==> config.mk <==
export PLATFORM = sky130hd
export DESIGN_NAME = program_stream_demux
export DESIGN_NICKNAME = d
export VERILOG_FILES = /design/src/hdl/psd_pkg.sv /design/src/hdl/psd_parse.sv /design/src/hdl/psd_queue.sv /design/src/hdl/program_stream_demux.sv
export VERILOG_INCLUDE_DIRS = /design/src /design/src/hdl
export SDC_FILE = /design/constraint.sdc
export NUM_CORES = 1
export LEC_CHECK = 0
export BUFFER_PORTS_ARGS = -buffer_cell sky130_fd_sc_hd__buf_2
export CORE_ASPECT_RATIO = 0.5
export CORE_MARGIN = 8
export CORE_UTILIZATION = 57
export DETAILED_ROUTE_END_ITERATION = 8
export PLACE_DENSITY = 0.76
export RECOVER_POWER = 50
export SLEW_MARGIN = 10
export SYNTH_ARGS = -nofsm -noshare
export SYNTH_HDL_FRONTEND = slang
export SYNTH_SLANG_ARGS = --single-unit
==> constraint.sdc <==
create_clock -name clock -period 5.5 [get_ports clock]
set_clock_uncertainty 0.2 [all_clocks]
set_input_delay 1.1 -clock clock [delete_from_list [all_inputs] [get_ports clock]]
set_output_delay 1.1 -clock clock [all_outputs]
set_load 0.02 [all_outputs]
==> src/hdl/program_stream_demux_defines.svh <==
// Assertion macros used by the result queue of the program stream demux RTL.
`ifndef PROGRAM_STREAM_DEMUX_DEFINES_SVH
`define PROGRAM_STREAM_DEMUX_DEFINES_SVH

// Same-cycle implication, checked out of reset.
`define PSD_ASSERT_NOW(lbl, ante, cons) \
   lbl: assert property (@(posedge clock) disable iff (reset) (ante) |-> (cons)) \
      else $error("psd assertion failed");

// Next-cycle implication, checked out of reset.
`define PSD_ASSERT_NEXT(lbl, ante, cons) \
   lbl: assert property (@(posedge clock) disable iff (reset) (ante) |=> (cons)) \
      else $error("psd assertion failed");

`endif

==> src/hdl/psd_pkg.sv <==
// Shared types and constants of the program stream demux.
package psd_pkg;

   localparam int FIFO_DEPTH = 4;
   localparam int PTR_W      = $clog2(FIFO_DEPTH);
   localparam int CNT_W      = $clog2(FIFO_DEPTH + 1);

   localparam int CSR_IDX_W  = 2;
   localparam int CSR_DATA_W = 32;

   localparam logic [CSR_IDX_W-1:0] CSR_VIDEO_ID  = 2'd0;
   localparam logic [CSR_IDX_W-1:0] CSR_AUDIO_MSK = 2'd1;
   localparam logic [CSR_IDX_W-1:0] CSR_AC3_MSK   = 2'd2;

   typedef struct packed {
      logic [7:0] payload_byte;
      logic [9:0] stream_code;
      logic       last_in_packet;
      logic       program_end;
   } result_type;

endpackage

==> src/hdl/psd_parse.sv <==
// Front end: start-code hunt, header parsing and stream selection.
module psd_parse (
   input  logic                           clock,
   input  logic                           reset,
   input  logic                           accept,
   input  logic [7:0]                     data_byte,
   input  logic                           csr_write_enable,
   input  logic [psd_pkg::CSR_IDX_W-1:0]  csr_index,
   input  logic [psd_pkg::CSR_DATA_W-1:0] csr_write_data,
   output logic                           emit,
   output psd_pkg::result_type            result
);

   localparam logic [1:0] PH_HUNT = 2'd0;
   localparam logic [1:0] PH_ID   = 2'd1;
   localparam logic [1:0] PH_PACK = 2'd2;
   localparam logic [1:0] PH_PES  = 2'd3;

   localparam logic [7:0] ID_PROG_END = 8'hB9;
   localparam logic [7:0] ID_PACK     = 8'hBA;
   localparam logic [7:0] ID_PRIV1    = 8'hBD;
   localparam logic [7:0] ID_PRIV2    = 8'hBF;

   localparam logic [psd_pkg::CSR_IDX_W-1:0] CSR_VIDEO_ID_L  = psd_pkg::CSR_VIDEO_ID;
   localparam logic [psd_pkg::CSR_IDX_W-1:0] CSR_AUDIO_MSK_L = psd_pkg::CSR_AUDIO_MSK;
   localparam logic [psd_pkg::CSR_IDX_W-1:0] CSR_AC3_MSK_L   = psd_pkg::CSR_AC3_MSK;

   logic [7:0]  video_id_ff;
   logic [31:0] audio_mask_ff;
   logic [7:0]  ac3_mask_ff;

   logic [1:0]  phase_ff, phase_in;
   logic [1:0]  zero_run_ff, zero_run_in;
   logic [7:0]  start_id_ff, start_id_in;
   logic [16:0] plen_ff, plen_in;
   logic [16:0] bpos_ff, bpos_in;
   logic [7:0]  hdr_len_ff, hdr_len_in;
   logic [8:0]  pstart_ff, pstart_in;
   logic [9:0]  ext_id_ff, ext_id_in;
   logic        sel_ff, sel_in;

   logic        priv;
   logic [17:0] pos_next;
   logic [16:0] pack_len;
   logic [9:0]  sub_code;

   function automatic logic is_selected(input logic [9:0]  code,
                                        input logic [7:0]  vid,
                                        input logic [31:0] amask,
                                        input logic [7:0]  cmask);
      logic hit;
      hit = 1'b0;
      if (code[9:5] == 5'b00110)
         hit = amask[code[4:0]];
      else if (code[9:4] == 6'h0E)
         hit = (code[7:0] == vid);
      else if (code[9:3] == 7'h30)
         hit = cmask[code[2:0]];
      return hit;
   endfunction

   always_ff @(posedge clock) begin
      if (reset) begin
         video_id_ff   <= 8'hE0;
         audio_mask_ff <= '1;
         ac3_mask_ff   <= '1;
      end else if (csr_write_enable) begin
         unique case (csr_index)
            CSR_VIDEO_ID_L:  video_id_ff   <= csr_write_data[7:0];
            CSR_AUDIO_MSK_L: audio_mask_ff <= csr_write_data;
            CSR_AC3_MSK_L:   ac3_mask_ff   <= csr_write_data[7:0];
            default: ;
         endcase
      end
   end

   assign priv     = (start_id_ff == ID_PRIV1) || (start_id_ff == ID_PRIV2);
   assign pos_next = {1'b0, bpos_ff} + 18'd1;
   assign pack_len = 17'd14 + {14'd0, data_byte[2:0]};
   assign sub_code = {((start_id_ff == ID_PRIV1) ? 2'b01 : 2'b10), data_byte};

   always_comb begin
      phase_in    = phase_ff;
      zero_run_in = zero_run_ff;
      start_id_in = start_id_ff;
      plen_in     = plen_ff;
      bpos_in     = bpos_ff;
      hdr_len_in  = hdr_len_ff;
      pstart_in   = pstart_ff;
      ext_id_in   = ext_id_ff;
      sel_in      = sel_ff;
      emit        = 1'b0;
      result      = '0;

      unique case (phase_ff)
         PH_ID: begin
            start_id_in = data_byte;
            sel_in      = 1'b0;
            pstart_in   = '0;
            bpos_in     = 17'd4;
            if (data_byte < ID_PROG_END) begin
               phase_in    = PH_HUNT;
               zero_run_in = (data_byte == 8'd0) ? 2'd1 : 2'd0;
            end else if (data_byte == ID_PROG_END) begin
               emit               = 1'b1;
               result.stream_code = {2'b00, ID_PROG_END};
               result.program_end = 1'b1;
               phase_in           = PH_HUNT;
               zero_run_in        = 2'd0;
            end else if (data_byte == ID_PACK) begin
               plen_in  = 17'd14;
               phase_in = PH_PACK;
            end else begin
               plen_in  = '0;
               phase_in = PH_PES;
            end
         end
         PH_PACK: begin
            if (bpos_ff == 17'd13)
               plen_in = pack_len;
            bpos_in = pos_next[16:0];
            if (pos_next[16:0] >= plen_in) begin
               phase_in    = PH_HUNT;
               zero_run_in = 2'd0;
            end
         end
         PH_PES: begin
            if (bpos_ff == 17'd4) begin
               plen_in = {1'b0, data_byte, 8'd0};
            end else if (bpos_ff == 17'd5) begin
               plen_in = (plen_ff | {9'd0, data_byte}) + 17'd6;
            end else if (bpos_ff == 17'd8) begin
               hdr_len_in = data_byte;
               if (!priv) begin
                  ext_id_in = {2'b00, start_id_ff};
                  pstart_in = {1'b0, data_byte} + 9'd9;
                  sel_in    = is_selected({2'b00, start_id_ff}, video_id_ff,
                                          audio_mask_ff, ac3_mask_ff);
               end
            end else if (priv && bpos_ff == {8'd0, {1'b0, hdr_len_ff} + 9'd9}) begin
               ext_id_in = sub_code;
               if (sub_code[9:8] == 2'b01 && sub_code[7:4] == 4'h8)
                  pstart_in = {1'b0, hdr_len_ff} + 9'd13;
               else
                  pstart_in = {1'b0, hdr_len_ff} + 9'd10;
               sel_in = is_selected(sub_code, video_id_ff, audio_mask_ff, ac3_mask_ff);
            end
            // new selection values never open the payload in the byte that sets them
            if (sel_ff && pstart_ff != '0 && bpos_ff >= {8'd0, pstart_ff}
                && bpos_ff < plen_ff) begin
               emit                  = 1'b1;
               result.payload_byte   = data_byte;
               result.stream_code    = ext_id_ff;
               result.last_in_packet = (pos_next == {1'b0, plen_ff});
            end
            bpos_in = pos_next[16:0];
            if (pos_next >= 18'd6 && pos_next >= {1'b0, plen_in}) begin
               phase_in    = PH_HUNT;
               zero_run_in = 2'd0;
            end
         end
         default: begin
            if (data_byte == 8'd1 && zero_run_ff == 2'd2) begin
               phase_in    = PH_ID;
               zero_run_in = 2'd0;
            end else if (data_byte == 8'd0) begin
               if (zero_run_ff != 2'd2)
                  zero_run_in = zero_run_ff + 2'd1;
            end else begin
               zero_run_in = 2'd0;
            end
         end
      endcase

      if (!accept)
         emit = 1'b0;
   end

   always_ff @(posedge clock) begin
      if (reset) begin
         phase_ff    <= PH_HUNT;
         zero_run_ff <= '0;
         start_id_ff <= '0;
         plen_ff     <= '0;
         bpos_ff     <= '0;
         hdr_len_ff  <= '0;
         pstart_ff   <= '0;
         ext_id_ff   <= '0;
         sel_ff      <= 1'b0;
      end else if (accept) begin
         phase_ff    <= phase_in;
         zero_run_ff <= zero_run_in;
         start_id_ff <= start_id_in;
         plen_ff     <= plen_in;
         bpos_ff     <= bpos_in;
         hdr_len_ff  <= hdr_len_in;
         pstart_ff   <= pstart_in;
         ext_id_ff   <= ext_id_in;
         sel_ff      <= sel_in;
      end
   end

endmodule

==> src/hdl/psd_queue.sv <==
// Back end: short result queue that drives the result channel.
`include "program_stream_demux_defines.svh"

module psd_queue (
   input  logic                clock,
   input  logic                reset,
   input  logic                push,
   input  psd_pkg::result_type push_data,
   output logic                full,
   output logic                out_valid,
   input  logic                out_stall,
   output psd_pkg::result_type out_data
);

   psd_pkg::result_type             mem_ff [psd_pkg::FIFO_DEPTH];
   logic [psd_pkg::PTR_W-1:0]       wr_ptr_ff, wr_ptr_in;
   logic [psd_pkg::PTR_W-1:0]       rd_ptr_ff, rd_ptr_in;
   logic [psd_pkg::CNT_W-1:0]       count_ff, count_in;
   logic                            pop;

   assign full      = (count_ff == psd_pkg::CNT_W'(psd_pkg::FIFO_DEPTH));
   assign out_valid = (count_ff != '0);
   assign out_data  = mem_ff[rd_ptr_ff];
   assign pop       = out_valid && !out_stall;

   always_comb begin
      wr_ptr_in = push ? wr_ptr_ff + 1'b1 : wr_ptr_ff;
      rd_ptr_in = pop ? rd_ptr_ff + 1'b1 : rd_ptr_ff;
      count_in  = count_ff;
      if (push && !pop)
         count_in = count_ff + 1'b1;
      else if (pop && !push)
         count_in = count_ff - 1'b1;
   end

   always_ff @(posedge clock) begin
      if (push)
         mem_ff[wr_ptr_ff] <= push_data;
   end

   always_ff @(posedge clock) begin
      if (reset) begin
         wr_ptr_ff <= '0;
         rd_ptr_ff <= '0;
         count_ff  <= '0;
      end else begin
         wr_ptr_ff <= wr_ptr_in;
         rd_ptr_ff <= rd_ptr_in;
         count_ff  <= count_in;
      end
   end

   `PSD_ASSERT_NOW(a_no_overflow, push, !full)
   `PSD_ASSERT_NEXT(a_count_up, push && !pop, count_ff == $past(count_ff) + 1'b1)
   `PSD_ASSERT_NEXT(a_count_down, pop && !push, count_ff == $past(count_ff) - 1'b1)

endmodule

==> src/hdl/program_stream_demux.sv <==
// Top level of the program stream demux: parser front end and result queue.
// A result is written into the result queue when its byte is accepted and is shown on rsp_valid from there.
// Throughput: one byte per cycle; req_stall rises only while the 4-word
// result queue is full, which happens only when rsp_stall holds it back.
// Reset (synchronous) empties the queue, returns the parser to the start-code
// hunt and restores video id 0xE0 and all-ones selection masks.
module program_stream_demux (
   input  logic                           clock,
   input  logic                           reset,
   input  logic                           req_valid,
   output logic                           req_stall,
   input  logic [7:0]                     req_data_byte,
   output logic                           rsp_valid,
   input  logic                           rsp_stall,
   output logic [7:0]                     rsp_payload_byte,
   output logic [9:0]                     rsp_stream_code,
   output logic                           rsp_last_in_packet,
   output logic                           rsp_program_end,
   input  logic                           csr_write_enable,
   input  logic [psd_pkg::CSR_IDX_W-1:0]  csr_index,
   input  logic [psd_pkg::CSR_DATA_W-1:0] csr_write_data
);

   logic                accept;
   logic                emit;
   logic                full;
   psd_pkg::result_type result;
   psd_pkg::result_type head;

   assign req_stall = full;
   assign accept    = req_valid && !full;

   psd_parse u_parse (
      .clock            (clock),
      .reset            (reset),
      .accept           (accept),
      .data_byte        (req_data_byte),
      .csr_write_enable (csr_write_enable),
      .csr_index        (csr_index),
      .csr_write_data   (csr_write_data),
      .emit             (emit),
      .result           (result)
   );

   psd_queue u_queue (
      .clock     (clock),
      .reset     (reset),
      .push      (emit),
      .push_data (result),
      .full      (full),
      .out_valid (rsp_valid),
      .out_stall (rsp_stall),
      .out_data  (head)
   );

   assign rsp_payload_byte   = head.payload_byte;
   assign rsp_stream_code    = head.stream_code;
   assign rsp_last_in_packet = head.last_in_packet;
   assign rsp_program_end    = head.program_end;

endmodule
==> impl_metrics.toml, run 1 <==
[critical_path]
worstPathCellList = "clkbuf_1 -> inv_1 -> ha_1 -> a21boi_0 -> nor4b_1 -> clkbuf_1 -> o21a_1 -> ha_1 -> inv_1 -> fa_1 -> xor2_1 -> or3_1 -> a21oi_1"
critPathSlowestCell = "clkbuf_1"
crit_fanout = 13
worstPathArrival_ns = 5.03
r2r_start = "u_parse.bpos_ff[10]"
start_kind = "primary input"
end_kind = "register"
slowest_delay_ns = 0.75
path_class = "in2reg"
cp_num_buf_inv = 4
cp.required_ns = 5.70
startpoint = "req_data_byte[0]"
cpLargestDelayFamily = "buffers and inverters"

[placed_design]
gp_congestion = 1.00
dpl_cell_area_um2 = 13200
io_buffer_count = 68
dp_hpwl_um = 26200

[power_and_ir_drop]
leakagePower_nw = 5.29
netSwitchingPower_w = 0.000852
p_clk_share_pct = 40.4
p_comb_share_pct = 10.4
peakVddDrop_uv = 171
internal_power_w = 0.00256
swShare_pct = 25.0
sequentialPowerShare_pct = 49.3
power_density_nw_per_um2 = 247

[yosys]
ys_ff_latch = 211
async_flop_share_pct = 0
synthesis.nets = 1441
synth_enable_flop_cells = 80
ys_seq_area_share_pct = 40.0
synth-main-ff-cell = "dfxtp_1"
synth_area_um2 = 12600
postSynthCellCount = 1309
syn_avg_cell_area_um2 = 9.60
synth.distinct_cells = 87
synth_warnings = 0

[timing]
slew_headroom_pct = -160
setup_tns_ns = 0
rsz0062_at_grt = "no"
period_share_pct = 87.8
period_needed_ns = 4.83
max_freq_mhz = 207
final_hold_viol_count = 0
worst_pin_slew_ns = 3.90
drv_slew = 91
setup_viol = 0

[global_route]
grt_usage_pct = 25.3
grt_max_degree = 91
grt_pass1_vias = 9878
grt_overflow_total = 0
grt_pass1_wl_um = 55000
antenna_found_initial = 0

[layout]
final_area_um2 = 13800
final_cell_mix = "nand2_1, dfxtp_1, nor2_1, ha_1, edfxtp_1"
areaGrowthSynthToFinish_pct = 9.78
nets = 1483
antenna_cells = 0
n_fill_cell = 1793
mostFrequentLayoutCell = "nand2_1"
post-route-util_pct = 63.8
drive_above_1_share_pct = 12.2

[clocking]
clock-sinks = 211
cts_tree = "built"
root_buffer = "clkbuf_16"
worstSkewPairLatency_ns = 0.52
cts_hold_buf = 0
clk_pin_slew_ns = 0.07
cts_buffers = 20
h-tree-depth = 1
cts_resized = 0
post_cts_buffers = 0
cts_buffer_depth = 3

[floorplan]
core.rowCount = 38
die_x_um = 226
die-area_um2 = 27300
io_pins = 69
core_area_um2 = 21600
die_h_um = 121
start_util_pct = 58.1

[routing]
routed_wirelength_um = 35000
avgViaCountPerCell = 6.23
routedWlPerCell_um = 21.0
ant_nets = 0
vias = 10400
drt_iter0_drc = 1143
remaining_drc_errors = 0
drt_pass1_iterations = 7

[run_status]
violations = "capacitance limit, slew limit"
status = "finished with violations"

[hold_path]
hp-start = "u_parse.audio_mask_ff[27]"
hp-class = "reg2reg"

[run]
max-cap-violations = 1
## synth_stat cells, types with 24 or more instances
library cell	number	area (um2)
a21oi_1	65	325
and2_1	24	150
clkbuf_1	65	244
dfxtp_1	131	2620
edfxtp_1	80	2400
ha_1	84	1050
inv_1	49	184
mux2i_1	34	340
mux4_2	31	698
nand2_1	186	698
nand3_1	32	160
nand3b_1	52	390
nor2_1	92	345
o21ai_0	40	200
xnor2_1	46	403
## area by class of cell
| type | count | area (um2) | area share [%] |
|---|---|---|---|
| clock buffer | 28 | 591 | 4.28 |
| clock inverter | 8 | 65.1 | 0.472 |
| timing repair buffer | 101 | 551 | 3.99 |
| multi-input combinational | 967 | 7000 | 50.8 |
| tap | 300 | 375 | 2.72 |
| sequential | 211 | 5020 | 36.4 |
| inverter | 50 | 188 | 1.36 |
## through the flow
stage / setup WS (ns) / cells / hold slack (ns) / power (W)
after floorplan: 0.860 / 1309 / 0.232 / 0.00197
after global placement: 0.482 / 1629 / 0.244 / 0.00206
after detailed placement: 0.516 / 1629 / 0.247 / 0.00208
after CTS: 1.01 / 1665 / 0.269 / 0.00344
after global routing: 0.431 / 1665 / 0.288 / 0.00353
final: 0.672 / 1665 / 0.266 / 0.00341
## flip-flops by register name (all words and copies together) (netlist names), named ones only
| register | count |
|---|---|
| u_queue.count_ff | 3 |
| u_parse.plen_ff | 17 |
| u_parse.sel_ff | 1 |
| u_parse.ext_id_ff | 10 |
| u_parse.audio_mask_ff | 32 |
| u_queue.wr_ptr_ff | 2 |
| u_queue.rd_ptr_ff | 2 |
| u_parse.zero_run_ff | 2 |
| u_parse.start_id_ff | 8 |
| u_parse.video_id_ff | 8 |
| u_parse.ac3_mask_ff | 8 |
| u_queue.mem_ff | 80 |
| u_parse.hdr_len_ff | 8 |
| u_parse.phase_ff | 2 |
| u_parse.bpos_ff | 17 |
| u_parse.pstart_ff | 9 |
## layer usage
metal | up-vias | GRT usage (%) | wire length [um] | share of wire (%)
met5 | - | 0 | 0 | 0
met4 | 0 | 5.58 | 708 | 2.0
met3 | 56 | 5.89 | 3170 | 9.0
met2 | 449 | 38.6 | 15000 | 43
met1 | 5016 | 36.1 | 16200 | 46
li1 | 4844 | - | - | -
## power groups by stage
| stage | Sequential, W | Combinational (W) | Clock [W] |
|---|---|---|---|
| finish | 0.00168 | 0.000354 | 0.00138 |
| global route | 0.00169 | 0.000392 | 0.00146 |
| CTS | 0.00168 | 0.000362 | 0.00140 |
| detailed placement | 0.00172 | 0.000360 | 0 |
| global placement | 0.00171 | 0.000347 | 0 |
| floorplan | 0.00170 | 0.000265 | 0 |
## worst reg2reg max path, stage by stage, from the launching register on
cell and delay (ns):
dfxtp_1 0.39, or4_4 0.61, nor4_4 0.29, buf_4 0.23, and3_1 0.35, mux2i_1 0.12
a211o_1 0.30, ha_1 0.33, a2111oi_0 0.49, a211oi_1 0.17, o21ai_0 0.38, a211oi_1 0.16
nand3_1 0.15, mux2_2 0.35
## final timing paths
kind / slack (ns) / depth (start not counted) / to
worst max-delay path: 0.67 / 13 / u_queue.count_ff[2]
worst min-delay path: 0.27 / 2 / u_parse.audio_mask_ff[27]
worst max register to register: 0.91 / 13 / u_parse.phase_ff[1]
worst min register to register: 0.27 / 2 / u_parse.audio_mask_ff[27]
## cell families (layout without fill, tap and decap cells)
group	after synthesis	count (layout)	share of synthesized area, %
AO/OA/AOI/OAI	228	228	12.6
XOR/XNOR	69	69	4.81
adder cells (fa/ha/maj)	85	85	8.52
buffers and inverters	131	187	4.30
flip-flops	211	211	40.0
multiplexers	66	66	8.35
AND/OR/NAND/NOR	519	519	21.4
Power figures use the tool's default switching activity.
==> inputs of run 2 (changes only) <==
--- a/config.mk
+++ b/config.mk
@@ -16,4 +16,5 @@
 export SLEW_MARGIN = 10
 export SYNTH_ARGS = -nofsm -noshare
 export SYNTH_HDL_FRONTEND = slang
+export SYNTH_HIERARCHICAL = 1
 export SYNTH_SLANG_ARGS = --single-unit
==> run 2 against run 1 <==
The flow still finishes with violations (capacitance limit, slew limit). Synthesized cell count increased by 2.6%. Routed wire length increased by 0.34%. Die area decreased by 0.67%. Final cell count increased by 1.5%. Combinational power increased by 55%. Core utilization decreased by 0.068 points. Critical path type unchanged. Critical endpoint is now u_parse/zero_run_ff[0]. Largest cell class unchanged.
==> impl_metrics.toml, run 2 <==
[placed_design]
gp_congestion = 0.987
dp_hpwl_um = 25600
io_buffer_count = 68
place_inst = 1652

[layout]
drive_above_1_share_pct = 12.4
stdcell_count = 1690
mostFrequentLayoutCell = "nand2_1"
reg_top3 = "u_queue/mem_ff x80, u_parse/audio_mask_ff x32"
post-route-util_pct = 63.7
final_cell_mix = "nand2_1, dfxtp_1, nor2_1, ha_1, edfxtp_1"
largest-register = "u_queue/mem_ff"
antenna_cells = 0
nets = 1506
areaGrowthSynthToFinish_pct = 10.2
largest_register_ffs = 80

[run_status]
violations = "capacitance limit, slew limit"
status = "finished with violations"

[yosys]
yosys-top-cells-area = "dfxtp_1, edfxtp_1, ha_1, nand2_1, mux4_2"
async_flop_share_pct = 0
syn_avg_cell_area_um2 = 9.29
synth.most_common_cell = "nand2_1"
yosys.area_share.simple_pct = 21.2
synth_top_family_by_area = "simple AND/OR/NAND/NOR gates"
postSynthCellCount = 1343
ys_ff_latch = 211
synth_enable_flop_cells = 80
synthAdderAreaFrac_pct = 8.49
synth_top_area_share_pct = 21.0
yosysTopAreaCell = "dfxtp_1"
synth_commonest_cells = "nand2_1, dfxtp_1, nor2_1"
ys_seq_area_share_pct = 40.3
synth_area_um2 = 12500
synth-main-ff-cell = "dfxtp_1"
synth.distinct_cells = 83
synthMuxAreaShare_pct = 8.32
synth_compound_gate_area_share_pct = 12.4
synth-xor-area-share_pct = 4.77
synthesis.nets = 1474
synth_warnings = 6

[clocking]
cts_tree = "built"
clock-sinks = 211
cts_hold_buf = 0
root_buffer = "clkbuf_16"
cts_buffer_depth = 3
worstSkewPairLatency_ns = 0.52
clk_pin_slew_ns = 0.07
h-tree-depth = 1
post_cts_buffers = 0
cts_resized = 0
cts_buffers = 21

[timing]
setup_viol = 0
rsz0062_at_grt = "no"
slew_headroom_pct = -39.2
period_needed_ns = 4.67
worst_pin_slew_ns = 2.09
period_share_pct = 84.9
drv_slew = 90
final_hold_viol_count = 0
setup_tns_ns = 0
max_freq_mhz = 214

[critical_path]
path_class = "in2reg"
worstPathArrival_ns = 4.88
crit_fanout = 11
start_kind = "primary input"
reg2reg_depth = 14
end_kind = "register"
cp.required_ns = 5.71

[floorplan]
die_h_um = 121
core_area_um2 = 21600
die-area_um2 = 27200
io_pins = 69
core.rowCount = 38
die_x_um = 225
start_util_pct = 57.8

[power_and_ir_drop]
peakVddDrop_uv = 209
leakagePower_nw = 5.22
power_density_nw_per_um2 = 274
finalPower_w = 0.00377

[routing]
remaining_drc_errors = 0
drt_iter0_drc = 1149
ant_nets = 0
vias = 10500
avgViaCountPerCell = 6.23
routed_wirelength_um = 35100
routedWlPerCell_um = 20.8
drt_pass1_iterations = 7

[global_route]
grt_overflow_total = 0
antenna_found_initial = 0
grt_pass1_wl_um = 55100
grt_max_degree = 46
grt_pass1_vias = 10100
grt_usage_pct = 25.4

[run]
max-cap-violations = 2

[hold_path]
hp-class = "reg2reg"
hold_depth = 2
[run 2: cells by family after synthesis]
family	after synthesis
flip-flops	211
AO/OA/AOI/OAI	239
multiplexers	71
buffers and inverters	139
adder cells (fa/ha/maj)	84
AND/OR/NAND/NOR	531
XOR/XNOR	68
[run 2: layout make-up]
type                    instances  area, um2
repair buffers                 98        538
multi-input cells             993       6890
clock inverters                13        183
fillers                      1823       7840
clock buffers                  25        551
flip-flops and latches        211       5020
well taps                     300        375
inverters                      50        188
[run 2: path summary, 6_finish.rpt]
| kind | start | endpoint | slack (ns) |
|---|---|---|---|
| max reg2reg | u_parse/bpos_ff[2] | u_parse/zero_run_ff[0] | 0.84 |
| min | u_parse/audio_mask_ff[13] | u_parse/audio_mask_ff[13] | 0.27 |
| max | req_data_byte[1] | u_parse/zero_run_ff[0] | 0.83 |
| min reg2reg | u_parse/audio_mask_ff[13] | u_parse/audio_mask_ff[13] | 0.27 |
[run 2: where the power goes]
part	internal [W]	switching, W
logic	0.000232	0.000318
registers	0.00164	0.0000289
clock network	0.000915	0.000634
[run 2: worst max-delay path, stage by stage]
cell and delay [ns]:
buf_2 0.22, nor4_2 0.14, or4_4 0.58, nor4_4 0.43, and2_1 0.36, nand3_4 0.11
xnor2_1 0.16, nand2_1 0.07, ha_1 0.31, nand3_1 0.10, nor3_1 0.28, o41a_1 0.22
o22ai_1 0.09, nor3_1 0.31, mux2_2 0.38
[run 2: stage by stage]
stage	cell area, um2	setup slack, ns	hold WS [ns]
6_report	13800	0.833	0.266
3_3_place_gp	13100	0.397	0.235
2_1_floorplan	12500	0.911	0.227
3_5_place_dp	13100	0.325	0.253
5_1_grt	13800	0.559	0.284
4_1_cts	13800	0.865	0.268
[run 2: per-layer routing]
metal	vias up	wire length, um	track usage, %
met1	5090	15100	33.5
met5	-	0	0
met3	91	2990	6.21
met2	423	15900	40.5
li1	4930	-	-
met4	0	1100	9.21
